File: src/hw/rtl/egfd_pkg.sv
// egfd_pkg: shared types, codes and the intra coded-block-pattern table
// for the exp-golomb field decoder; no dependencies
package egfd_pkg;

  localparam int OP_W     = 2;
  localparam int WIN_IN_W = 64;
  localparam int FLEN_W   = 6;
  localparam int VALUE_W  = 33;
  localparam int LEN_W    = 6;
  localparam int STATUS_W = 2;
  localparam int CODE_W   = 32;
  localparam int MAX_FIXED_LEN = 32;
  localparam int ME_LAST_CODE  = 47;

  typedef enum logic [OP_W-1:0] {
    OP_UE    = 2'd0,
    OP_SE    = 2'd1,
    OP_FIXED = 2'd2,
    OP_ME    = 2'd3
  } op_e;

  typedef enum logic [STATUS_W-1:0] {
    ST_OK       = 2'd0,
    ST_PREFIX   = 2'd1,
    ST_ME_RANGE = 2'd2,
    ST_RSVD     = 2'd3
  } status_e;

  typedef struct packed {
    logic signed [VALUE_W-1:0] value;
    logic [LEN_W-1:0]          bits_consumed;
    status_e                   status;
  } result_t;

  // me(v) mapping for intra macroblocks
  function automatic logic [5:0] cbp_intra(input logic [5:0] code);
    logic [5:0] r;
    case (code)
      6'd0:  r = 6'd47;  6'd1:  r = 6'd31;  6'd2:  r = 6'd15;  6'd3:  r = 6'd0;
      6'd4:  r = 6'd23;  6'd5:  r = 6'd27;  6'd6:  r = 6'd29;  6'd7:  r = 6'd30;
      6'd8:  r = 6'd7;   6'd9:  r = 6'd11;  6'd10: r = 6'd13;  6'd11: r = 6'd14;
      6'd12: r = 6'd39;  6'd13: r = 6'd43;  6'd14: r = 6'd45;  6'd15: r = 6'd46;
      6'd16: r = 6'd16;  6'd17: r = 6'd3;   6'd18: r = 6'd5;   6'd19: r = 6'd10;
      6'd20: r = 6'd12;  6'd21: r = 6'd19;  6'd22: r = 6'd21;  6'd23: r = 6'd26;
      6'd24: r = 6'd28;  6'd25: r = 6'd35;  6'd26: r = 6'd37;  6'd27: r = 6'd42;
      6'd28: r = 6'd44;  6'd29: r = 6'd1;   6'd30: r = 6'd2;   6'd31: r = 6'd4;
      6'd32: r = 6'd8;   6'd33: r = 6'd17;  6'd34: r = 6'd18;  6'd35: r = 6'd20;
      6'd36: r = 6'd24;  6'd37: r = 6'd6;   6'd38: r = 6'd9;   6'd39: r = 6'd22;
      6'd40: r = 6'd25;  6'd41: r = 6'd32;  6'd42: r = 6'd33;  6'd43: r = 6'd34;
      6'd44: r = 6'd36;  6'd45: r = 6'd40;  6'd46: r = 6'd38;  6'd47: r = 6'd41;
      default: r = 6'd0;
    endcase
    return r;
  endfunction

endpackage

File: src/hw/rtl/egfd_lzc.sv
// egfd_lzc: leading-zero counter over the head of the bit window
// depends on nothing
module egfd_lzc #(
  parameter int N = 32
) (
  input  logic [N-1:0]         bits_i,
  output logic [$clog2(N)-1:0] zeros_o,
  output logic                 all_zero_o
);

  always_comb begin
    zeros_o = '0;
    // higher bits override, so the first set bit from the top wins
    for (int i = 0; i < N; i++) begin
      if (bits_i[i]) begin
        zeros_o = ($clog2(N))'(N - 1 - i);
      end
    end
  end

  assign all_zero_o = (bits_i == '0);

endmodule

File: src/hw/rtl/egfd_core.sv
// egfd_core: single-pass decode of one ue/se/u(n)/me element
// depends on egfd_pkg and egfd_lzc
module egfd_core
  import egfd_pkg::*;
#(
  parameter int WINDOW_BITS      = 64,
  parameter int MAX_PREFIX_ZEROS = 31
) (
  input  op_e                 op_i,
  input  logic [WIN_IN_W-1:0] bit_window_i,
  input  logic [FLEN_W-1:0]   field_length_i,
  output result_t             result_o
);

  localparam int K   = MAX_PREFIX_ZEROS + 1;
  localparam int KW  = (K < WINDOW_BITS) ? K : WINDOW_BITS;
  localparam int ZW  = $clog2(KW);
  localparam int SW  = $clog2(WINDOW_BITS + 1);
  localparam int CW  = SW + 1;
  localparam int CAP = (MAX_FIXED_LEN < WINDOW_BITS) ? MAX_FIXED_LEN : WINDOW_BITS;

  logic [WINDOW_BITS-1:0] win;
  logic [ZW-1:0]          zeros;
  logic                   all_zero;
  logic [ZW:0]            code_len;
  logic                   prefix_err;
  logic [CW-1:0]          sfx_shift;
  logic [WIN_IN_W-1:0]    sfx_bits;
  logic [CODE_W-1:0]      mask;
  logic [CODE_W-1:0]      code;
  logic [CODE_W-1:0]      half;
  logic [FLEN_W-1:0]      flen;
  logic [CW-1:0]          fix_shift;
  logic [WIN_IN_W-1:0]    fix_bits;
  logic [WIN_IN_W-1:0]    fix_mask;

  assign win = bit_window_i[WINDOW_BITS-1:0];

  egfd_lzc #(
    .N(KW)
  ) u_lzc (
    .bits_i    (win[WINDOW_BITS-1 -: KW]),
    .zeros_o   (zeros),
    .all_zero_o(all_zero)
  );

  // an all-zero head means either too many zeros or a code that overruns the window
  assign code_len   = {zeros, 1'b1};
  assign prefix_err = all_zero || (CW'(code_len) > CW'(WINDOW_BITS));

  assign sfx_shift = CW'(WINDOW_BITS - 1) - CW'({zeros, 1'b0});
  assign sfx_bits  = WIN_IN_W'(win) >> sfx_shift;
  assign mask      = CODE_W'((64'd1 << zeros) - 64'd1);
  assign code      = (sfx_bits[CODE_W-1:0] & mask) + mask;
  assign half      = code >> 1;

  assign flen      = (field_length_i > FLEN_W'(CAP)) ? FLEN_W'(CAP) : field_length_i;
  assign fix_shift = CW'(WINDOW_BITS) - CW'(flen);
  assign fix_bits  = WIN_IN_W'(win) >> fix_shift;
  assign fix_mask  = (64'd1 << flen) - 64'd1;

  always_comb begin
    result_o.value         = '0;
    result_o.bits_consumed = '0;
    result_o.status        = ST_OK;
    if (op_i == OP_FIXED) begin
      if (flen != '0) begin
        result_o.value = VALUE_W'(fix_bits & fix_mask);
      end
      result_o.bits_consumed = flen;
    end else if (prefix_err) begin
      result_o.status = ST_PREFIX;
    end else begin
      result_o.bits_consumed = LEN_W'(code_len);
      case (op_i)
        OP_UE: begin
          result_o.value = VALUE_W'(code);
        end
        OP_SE: begin
          if (code[0]) begin
            result_o.value = VALUE_W'(half + CODE_W'(1));
          end else begin
            result_o.value = -$signed(VALUE_W'(half));
          end
        end
        OP_ME: begin
          if (code > CODE_W'(ME_LAST_CODE)) begin
            result_o.status = ST_ME_RANGE;
          end else begin
            result_o.value = VALUE_W'(cbp_intra(code[5:0]));
          end
        end
        default: begin
          result_o.value = '0;
        end
      endcase
    end
  end

endmodule

File: src/hw/rtl/exp_golomb_field_decoder.sv
// exp_golomb_field_decoder: top level, input and result registers around the decoder
// depends on egfd_pkg and egfd_core
//
// usage:
//   slave channel s_axis_*: one beat per syntax element. tdata carries the
//   next stream bits (first bit most significant) and the fixed-length bit
//   count, tuser the element kind (ue, se, u(n), me).
//   master channel m_axis_*: one beat per element with the decoded value and
//   the number of bits it used, so the parser can advance; tuser is status.
//   an accepted beat is decoded from the input register into the result register.
//   throughput: one element per cycle while m_axis_tready is high; the leading-zero
//   count and the suffix shift sit in one pass between the input and result registers.
//   stall: when m_axis_tready is low a pending result holds. If the input
//   register is empty it takes one more beat; once it is full s_axis_tready
//   stays low until the result is taken.
//   reset: rst_ni low empties both registers; no beat is pending afterwards.
//   no state is kept between elements.
module exp_golomb_field_decoder
  import egfd_pkg::*;
#(
  parameter int WINDOW_BITS      = 64,
  parameter int MAX_PREFIX_ZEROS = 31
) (
  input  logic        clk_i,
  input  logic        rst_ni,
  input  logic        s_axis_tvalid,
  output logic        s_axis_tready,
  input  logic [71:0] s_axis_tdata,   // bit_window[63:0], field_length[69:64], zero pad
  input  logic [1:0]  s_axis_tuser,   // op[1:0]
  output logic        m_axis_tvalid,
  input  logic        m_axis_tready,
  output logic [39:0] m_axis_tdata,   // value[32:0], bits_consumed[38:33], zero pad
  output logic [1:0]  m_axis_tuser    // status[1:0]
);

  logic                in_valid_q;
  op_e                 in_op_q;
  logic [WIN_IN_W-1:0] in_win_q;
  logic [FLEN_W-1:0]   in_flen_q;
  logic                out_valid_q;
  result_t             out_q;
  result_t             res_d;
  logic                advance;

  assign advance       = in_valid_q && (!out_valid_q || m_axis_tready);
  assign s_axis_tready = !in_valid_q || advance;

  egfd_core #(
    .WINDOW_BITS     (WINDOW_BITS),
    .MAX_PREFIX_ZEROS(MAX_PREFIX_ZEROS)
  ) u_core (
    .op_i          (in_op_q),
    .bit_window_i  (in_win_q),
    .field_length_i(in_flen_q),
    .result_o      (res_d)
  );

  always_ff @(posedge clk_i or negedge rst_ni) begin
    if (!rst_ni) begin
      in_valid_q  <= 1'b0;
      out_valid_q <= 1'b0;
    end else begin
      if (s_axis_tready) begin
        in_valid_q <= s_axis_tvalid;
      end
      if (advance) begin
        out_valid_q <= 1'b1;
      end else if (m_axis_tready) begin
        out_valid_q <= 1'b0;
      end
    end
  end

  always_ff @(posedge clk_i) begin
    if (s_axis_tready && s_axis_tvalid) begin
      in_op_q   <= op_e'(s_axis_tuser);
      in_win_q  <= s_axis_tdata[63:0];
      in_flen_q <= s_axis_tdata[69:64];
    end
    if (advance) begin
      out_q <= res_d;
    end
  end

  assign m_axis_tvalid = out_valid_q;
  assign m_axis_tdata  = {1'b0, out_q.bits_consumed, out_q.value};
  assign m_axis_tuser  = out_q.status;

endmodule

File: config.mk
export PLATFORM = sky130hd
export DESIGN_NAME = exp_golomb_field_decoder
export DESIGN_NICKNAME = d
export VERILOG_FILES = /design/src/hw/rtl/egfd_pkg.sv /design/src/hw/rtl/egfd_lzc.sv /design/src/hw/rtl/egfd_core.sv /design/src/hw/rtl/exp_golomb_field_decoder.sv
export SDC_FILE = /design/constraint.sdc
export NUM_CORES = 1
export LEC_CHECK = 0
export ABC_CLOCK_PERIOD_IN_PS = 19700
export BUFFER_PORTS_ARGS = -buffer_cell sky130_fd_sc_hd__buf_4
export CAP_MARGIN = 20
export CORE_UTILIZATION = 25
export CTS_BUF_LIST = sky130_fd_sc_hd__clkbuf_8
export DETAILED_ROUTE_END_ITERATION = 8
export SYNTH_ARGS = -nofsm -noshare
export SYNTH_HDL_FRONTEND = slang
export SYNTH_HIERARCHICAL = 1
export SYNTH_SLANG_ARGS = --single-unit
File: constraint.sdc
create_clock -name clk_i -period 19.7 [get_ports clk_i]
set_clock_uncertainty 0.15 [all_clocks]
set_input_delay 2.955 -clock clk_i [delete_from_list [all_inputs] [get_ports clk_i]]
set_output_delay 2.955 -clock clk_i [all_outputs]
set_load 0.005 [all_outputs]
After elaboration in Yosys (flattened, before gate mapping)
Memories as Yosys holds them, arrays and structs flattened.
Cells that the tools add are included.
Storage, ports and cells
  logic and storage cells: 84
  input bits: 78
  memories: 1
  register bits: 115
  memory bits (read-only): 384
Cells by class
  add/subtract/negate cells: 7
  multiplexer cells: 44
  shift-type cells: 4
  bitwise logic cells: 3
  equal/unequal tests: 3
  reductions and logical operators: 11
  $lt $le $gt $ge: 2
Memories
  (name not given): depth 64, width 6, rd ports 1, clocked after Yosys merged registers in 0, wr ports 0, line egfd_pkg.sv:38  | case (code)
Operator list (count)
  $mux 5: 32
  $pmux 33 s3: 1
  $mux 39: 2
  $mux 33: 2
  $shr 64x8->32: 1
  $shr 64x8->33: 1
  $and 33x33->33: 1
  $neg 31->33: 1
  $shl 1x6->33 const A: 1
  $sub 33x1->33 const B: 1
  $add 31x1->32 const B: 1
  $add 32x32->32: 1
  $and 32x32->32: 1
  $gt 32x6->1 const B: 1
  $logic_not 32->1: 1
  $shl 1x5->32 const A: 1
  $sub 32x1->32 const B: 1
  $mux 6: 2
  $sub 7x6->8 const A: 1
  $sub 6x6->7 const A: 1
  $gt 6x6->1 const B: 1
  $reduce_bool 6->1: 1
  $eq 2x2->1 const B: 2
  $mux 1: 4
  other kinds (9): 12

Longest topological paths before layout
Gate-level depths: netlist of the first run.
  depth after elaboration: 41
  mapped depth: 32
  gate-level depth less buffers: 24

By module
Netlist of the first run, hierarchy kept.
Modules (own cells, without submodules)
  egfd_core: times used 1, area an instance 12838.6 µm², cells an instance 1829, sequential area each 0.0 µm²
  exp_golomb_field_decoder: times used 1, area an instance 3508.4 µm², cells an instance 123, sequential area each 3443.3 µm²
  egfd_lzc: times used 1, area an instance 380.4 µm², cells an instance 69, sequential area each 0.0 µm²

Worst setup path before layout of the first run
No wires, ideal clock.
  path kind: register to register
  start point: reg in_win_q[35]
  end point: reg out_q, in the netlist m_axis_tdata[29] (data pin)
  cell stages (with the launch flop): 27
  setup time: 0.265 ns
  path buffers: 4
  data arrival time: 7.525 ns
  slack: 11.760 ns
  cell sequence: edfxtp_1 nor3b_1 nor3_1 o31ai_1 o2111ai_1 a221oi_1 buf_4 buf_6 nand2b_1 clkbuf_1 or3_1 ha_1 clkbuf_1 or4_1 o22ai_1 nor2_1 nand4b_1 or4_4 or3_1 a2111oi_2 or3_1 xor2_1 or4_1 or4_4 or4_1 and3_1 or3_1
RTL lines
  start: declaration: line exp_golomb_field_decoder.sv:38  | logic [WIN_IN_W-1:0] in_win_q;
  start signal: assignment: line exp_golomb_field_decoder.sv:77  | in_win_q <= s_axis_tdata[63:0];
  end signal: assignment: line exp_golomb_field_decoder.sv:81  | out_q <= res_d;
  end: declaration: line exp_golomb_field_decoder.sv:41  | result_t out_q;

==> flow_metrics.env, run 1 <==
export IMPL_power_density_mw_per_mm2=58.5
export IMPL_crit_type="register to register"
export IMPL_path_max_fanout=37
export IMPL_place_ws_ps=10190
export IMPL_final_common_cell="mux2i_1"
export IMPL_outcome="finished with violations"
export IMPL_path_clk_slew_ps=90
export IMPL_peakVddDrop_mv=0.0492
export IMPL_min_period_over_period=0.497
export IMPL_mostFrequentLayoutCells="223 x mux2i_1, 220 x nand2_1, 159 x buf_4, 149 x nor2_1, 118 x o21ai_0"
export IMPL_violations="design-rule violations"
export IMPL_syn_nets=2118
export IMPL_pin_count=122
export IMPL_worstPathRequired_ps=19820
export IMPL_clock_sinks=115
export IMPL_tns_ps=0
export IMPL_synthMuxAreaShare=0.221
export IMPL_seq_area_frac_synth=0.206
export IMPL_relSlewSlack=0.191
export IMPL_synth_seq_cells=115
export IMPL_yosysUniqueCellTypes=115
export IMPL_setup_violations=0
export IMPL_synthXorXnorAreaFrac=0.0246
export IMPL_drive_gt1_frac=0.166
export IMPL_synth_fa_ha_area_frac=0.0142
export IMPL_tightestPinTransition_ps=1210
export IMPL_rsz0062_at_grt="false"
export IMPL_antenna_cells=0
export IMPL_synth_top_family_by_area="compound AO/OA/AOI/OAI gates"
export IMPL_synth_flop_cell="edfxtp_1"
export IMPL_yosys_area_share_simple=0.229
export IMPL_antenna_found_initial=0
export IMPL_crit_path_cell_trace="nor4_2 -> nand3_1 -> or3_4 -> a31oi_4 -> buf_4 -> or2_2 -> nor2_1 -> inv_1 -> ha_1 -> nor2b_1 -> a22oi_1 -> o32ai_1 -> nand2b_1 -> nor4_1 -> nand2_1 -> a2111oi_2 -> or3_1 -> xor2_1 -> or4_1 -> or4_4 -> or4_1 -> and3_1 -> or3_1"
export IMPL_finalHoldViolations=0
export IMPL_first_pass_iters=9
export IMPL_grt_usage=0.215
export IMPL_syn2layout_area_growth_pct=12.7
export IMPL_cp_end_kind="register"
export IMPL_hold_path_class="register to register"
export IMPL_initial_utilization=0.254
export IMPL_cts_tree="built"
export IMPL_period_needed_ps=9790
export IMPL_place_hpwl_um=57200
export IMPL_fmax_mhz=102
export IMPL_drv_cap=0
export IMPL_drc=24
export IMPL_finalWirelength_um=74200
export IMPL_gp_congestion=1.05
export IMPL_synth_cell_area_mm2=0.0167
export IMPL_insertion_delay_ps=540
export IMPL_hold_ws_ps=401
export IMPL_synth_edf_count=113
export IMPL_root_buffer="clkbuf_8"
export IMPL_viasPerCell=6.05
export IMPL_slew_viol_final=0
export IMPL_ys_warn_count=6
export IMPL_synth_compound_area_frac=0.256
export IMPL_postCtsSetupBuffers=0
export IMPL_multi_input_area_mm2=0.0125
export IMPL_grt_pass1_vias=15987
export IMPL_cts_htree_levels=4
export IMPL_num_rows=94
export IMPL_die_area_mm2=0.0679
export IMPL_synth_top_area_frac=0.203
export IMPL_synth_avg_cell_area_um2=8.28
export IMPL_synth_async_sr_flop_share=0.0174
export IMPL_num_fill_cells=7081
export IMPL_drt_iter0_drc=2309
export IMPL_arrival_ps=9910
export IMPL_cpMaxStageDelayCell="a31oi_4"
export IMPL_die_h_um=261
export IMPL_hold_buffers=0
export IMPL_startpoint_type="register"
export IMPL_grt_pass1_wl_um=109000
export IMPL_ys_top_cells_by_area="edfxtp_1 20%, mux2i_1 13%, mux4_2 6.1%"
export IMPL_nNetsFinal=2153
export IMPL_io_buffers=118
export IMPL_utilization=0.286
export IMPL_vias=17755
export IMPL_overflow=0
export IMPL_seq_area_mm2=0.00344
export IMPL_finalPower_mw=1.10
export IMPL_cts_resized=0
export IMPL_cts_inserted_buffers=17
export IMPL_leakage_nw=6.83
export IMPL_grt_max_degree=133
export IMPL_synth_area_leader_cell="edfxtp_1"
export IMPL_setup_slack_ps=9910
export IMPL_core_mm2=0.0660
export IMPL_dieWidth_um=261
export IMPL_clock_path_buffers=2
export IMPL_slowest_delay_ps=730
export IMPL_reg2reg_slack_ps=9910
export IMPL_final_antenna_net_count=0
export IMPL_synthCells=2021
export IMPL_wl_per_cell_um=25.3
-- sequential cells by signal, summed over array words and instances, names as in the netlist --
signal and flops:
in_win_q 64, m_axis_tdata 39, in_flen_q 6, in_op_q 2
m_axis_tuser 2, in_valid_q 1, m_axis_tvalid 1
-- layout make-up --
cell class              instances  share of cell area
multi-input cells            1727               0.665
repair buffers                163              0.0661
well taps                     864              0.0573
inverters                      32             0.00644
flip-flops and latches        115               0.183
clock buffers                  17              0.0124
clock inverters                15              0.0103
-- metrics by stage --
| step | cells | area, um2 |
|---|---|---|
| detailed placement | 2899 | 18400 |
| global placement | 2897 | 18400 |
| floorplan | 2021 | 16700 |
| global route | 2933 | 18900 |
| finish | 2933 | 18900 |
| CTS | 2931 | 18800 |
-- layer usage --
layer | vias up | track usage | routed length [um]
met5 | - | 0 | 0
met4 | 0 | 0.0991 | 3680
li1 | 7986 | - | -
met3 | 166 | 0.0408 | 6450
met1 | 8577 | 0.309 | 33500
met2 | 1026 | 0.307 | 30600
-- critical path: cells and delay by family, from the launching register on --
family	cells	cell delay, ps
adder cells (fa/ha/maj)	1	570
AO/OA/AOI/OAI	4	1930
XOR/XNOR	1	170
flip-flops	1	670
AND/OR/NAND/NOR	15	5370
buffers and inverters	2	590
-- path summary, 6_finish.rpt --
kind                                               to                   start  cells past startpoint
max                        m_axis_tdata[29]$_DFFE_PP_  in_win_q[57]$_DFFE_PP_                     23
min                         m_axis_tvalid$_DFFE_PN0P_  in_valid_q$_DFFE_PN0P_                      1
max reg2reg                m_axis_tdata[29]$_DFFE_PP_  in_win_q[57]$_DFFE_PP_                     23
min reg2reg                 m_axis_tvalid$_DFFE_PN0P_  in_valid_q$_DFFE_PN0P_                      1
max in group asynchronous   m_axis_tvalid$_DFFE_PN0P_                  rst_ni                      1
min in group asynchronous      in_valid_q$_DFFE_PN0P_                  rst_ni                      1
-- synthesized netlist by cell type (all sizes together) (25+ instances only) --
master  instances
a21oi         112
nor3           69
nand3          67
mux2           39
inv            28
mux4           45
nand2         220
or3            25
buf            51
edfxtp        113
a211oi         49
nor2          150
clkbuf         96
and3           32
xnor2          30
and2           41
mux2i         223
o22ai          42
a31oi          30
o21ai         121
-- power breakdown --
group	switching [mW]	internal (mW)	total, mW
Clock	0.121	0.128	0.249
Combinational	0.327	0.200	0.527
Sequential	0.0298	0.296	0.326
-- cell families (layout without fill, tap and decap cells) --
logic type	after synthesis	in the layout
simple gates	749	749
compound gates	607	607
mux	307	307
buf+inv	179	227
flops	115	115
xor+xnor	44	44
fa+ha+maj	19	19
other cells	1	1
(Power assumes the default switching activity.)
==> run 2: changes to the inputs <==
- ABC_CLOCK_PERIOD_IN_PS: 19700 -> 8470
- clock period: 19.7 -> 8.47 ns (I/O delays scaled with it)
==> run 2 against run 1 <==
Effect of this change:
- the run still ends with design-rule violations left
- critical path type unchanged
- sequential cell count stayed put
- design area is 5.3% higher
- combinational power is 150% higher
==> flow_metrics.env, run 2 (synthesis results as in run 1) <==
export IMPL_grt_usage=0.216
export IMPL_vias=18136
export IMPL_period_needed_ps=8200
export IMPL_arrival_ps=8320
export IMPL_tightestPinTransition_ps=1170
export IMPL_reg2reg_slack_ps=270
export IMPL_outcome="finished with violations"
export IMPL_largest_reg_flops=64
export IMPL_first_pass_iters=9
export IMPL_die_area_mm2=0.0679
export IMPL_insertion_delay_ps=550
export IMPL_overflow=0
export IMPL_power_density_mw_per_mm2=131
export IMPL_cpMaxStageDelayCell="a21oi_4"
export IMPL_cts_htree_levels=4
export IMPL_grt_pass1_wl_um=110000
export IMPL_clock_sinks=115
export IMPL_initial_utilization=0.254
export IMPL_drt_iter0_drc=2337
export IMPL_cp_end_kind="register"
export IMPL_peakVddDrop_mv=0.112
export IMPL_startpoint_type="register"
export IMPL_dieWidth_um=261
export IMPL_hold_buffers=0
export IMPL_antenna_found_initial=0
export IMPL_slowest_delay_ps=670
export IMPL_rsz0062_at_grt="false"
export IMPL_relSlewSlack=0.215
export IMPL_viasPerCell=5.92
export IMPL_drc=24
export IMPL_place_hpwl_um=59000
export IMPL_critical_path_top_delay_family="compound AO/OA/AOI/OAI gates"
export IMPL_nNetsFinal=2284
export IMPL_grt_max_degree=66
export IMPL_clock_path_buffers=2
export IMPL_final_common_cell="buf_4"
export IMPL_setup_violations=0
export IMPL_root_buffer="clkbuf_8"
export IMPL_finalWirelength_um=74400
export IMPL_worstPathRequired_ps=8590
export IMPL_leakage_nw=7.46
export IMPL_slew_viol_final=0
export IMPL_grt_pass1_vias=16493
export IMPL_path_clk_slew_ps=90
export IMPL_crit_type="register to register"
export IMPL_critPathBufInv=3
export IMPL_place_ws_ps=409
export IMPL_min_period_over_period=0.968
export IMPL_crit_path_cell_trace="o31ai_1 -> a21oi_1 -> a31o_1 -> a21oi_4 -> buf_4 -> mux2i_1 -> a222oi_1 -> a32o_1 -> a211oi_1 -> buf_4 -> nor2_1 -> ha_1 -> nor4_1 -> nand2_1 -> a211o_1 -> a41oi_4 -> xnor2_2 -> or4b_4 -> or2_0 -> or4_4 -> buf_4 -> o21ai_0 -> a211oi_1 -> or3b_2"
export IMPL_setup_slack_ps=270
export IMPL_cpMostUsedCell="buf_4"
export IMPL_cts_inserted_buffers=17
export IMPL_finalHoldViolations=0
export IMPL_violations="design-rule violations"
export IMPL_io_buffers=118
export IMPL_largest_register="in_win_q"
export IMPL_hold_path_class="input pin to async pin"
export IMPL_gp_congestion=1.08
export IMPL_tns_ps=0
export IMPL_die_h_um=261
export IMPL_wl_per_cell_um=24.3
export IMPL_final_antenna_net_count=0
export IMPL_drive_gt1_frac=0.216
export IMPL_num_rows=94
export IMPL_core_mm2=0.0660
export IMPL_syn2layout_area_growth_pct=18.7
export IMPL_antenna_cells=0
export IMPL_pin_count=122
export IMPL_cts_tree="built"
export IMPL_mostFrequentLayoutCells="290 x buf_4, 223 x mux2i_1, 220 x nand2_1, 149 x nor2_1, 118 x o21ai_0"
export IMPL_path_max_fanout=19
export IMPL_drv_cap=0
export IMPL_fmax_mhz=122
==> run 2: through the flow <==
stage	cells	utilization	power, mW	instance area (um2)	hold slack (ps)
after detailed placement	3030	0.294	2.02	19400	384
after global placement	3030	0.294	2.02	19400	378
after CTS	3062	0.300	2.59	19800	258
after global routing	3064	0.301	2.74	19900	277
after floorplan	2021	-	1.57	16700	356
final	3064	0.301	2.60	19900	328
==> run 2: final timing paths <==
path                                        start                    endpoint  depth (start not counted)
setup / recovery           in_win_q[35]$_DFFE_PP_  m_axis_tdata[27]$_DFFE_PP_                         24
hold / removal                             rst_ni   m_axis_tvalid$_DFFE_PN0P_                          1
setup reg to reg           in_win_q[35]$_DFFE_PP_  m_axis_tdata[27]$_DFFE_PP_                         24
hold reg to reg            in_valid_q$_DFFE_PN0P_   m_axis_tvalid$_DFFE_PN0P_                          1
max in group asynchronous                  rst_ni      in_valid_q$_DFFE_PN0P_                          1
min in group clk_i         in_valid_q$_DFFE_PN0P_   m_axis_tvalid$_DFFE_PN0P_                          1
==> run 2: timing repair <==
action / in CTS / in global routing
buffers inserted: 0 / 1
resized for setup: 0 / 1
setup endpoints to repair: 0 / 4
==> run 2: final cells by class <==
| type | instances | area [um2] |
|---|---|---|
| Clock buffer | 17 | 234 |
| Sequential cell | 115 | 3440 |
| Clock inverter | 15 | 174 |
| Tap cell | 864 | 1080 |
| Inverter | 32 | 121 |
| Multi-Input combinational cell | 1727 | 12500 |
| Fill cell | 7042 | 46100 |
| Timing Repair Buffer | 294 | 2260 |
==> run 2: worst register-to-register path, stage by stage, from the launching register on <==
cell and delay [ps]:
edfxtp_1 580, o31ai_1 340, a21oi_1 130, a31o_1 270
a21oi_4 670, buf_4 350, mux2i_1 450, a222oi_1 350
a32o_1 340, a211oi_1 240, buf_4 190, nor2_1 50
ha_1 200, nor4_1 380, nand2_1 160, a211o_1 360
a41oi_4 350, xnor2_2 110, or4b_4 540, or2_0 230
or4_4 530, buf_4 160, o21ai_0 190, a211oi_1 100
or3b_2 490
==> run 2: per-layer routing <==
metal	global-route usage	up-vias	wire length, um
met5	0	-	0
met4	0.0945	0	3490
met3	0.0437	166	6790
met2	0.311	1073	30700
met1	0.306	8633	33400
li1	-	8264	-
==> run 2: power breakdown <==
| group | internal, mW | total (mW) | switching, mW |
|---|---|---|---|
| Clock | 0.269 | 0.550 | 0.281 |
| Combinational | 0.516 | 1.31 | 0.798 |
| Sequential | 0.688 | 0.738 | 0.0499 |
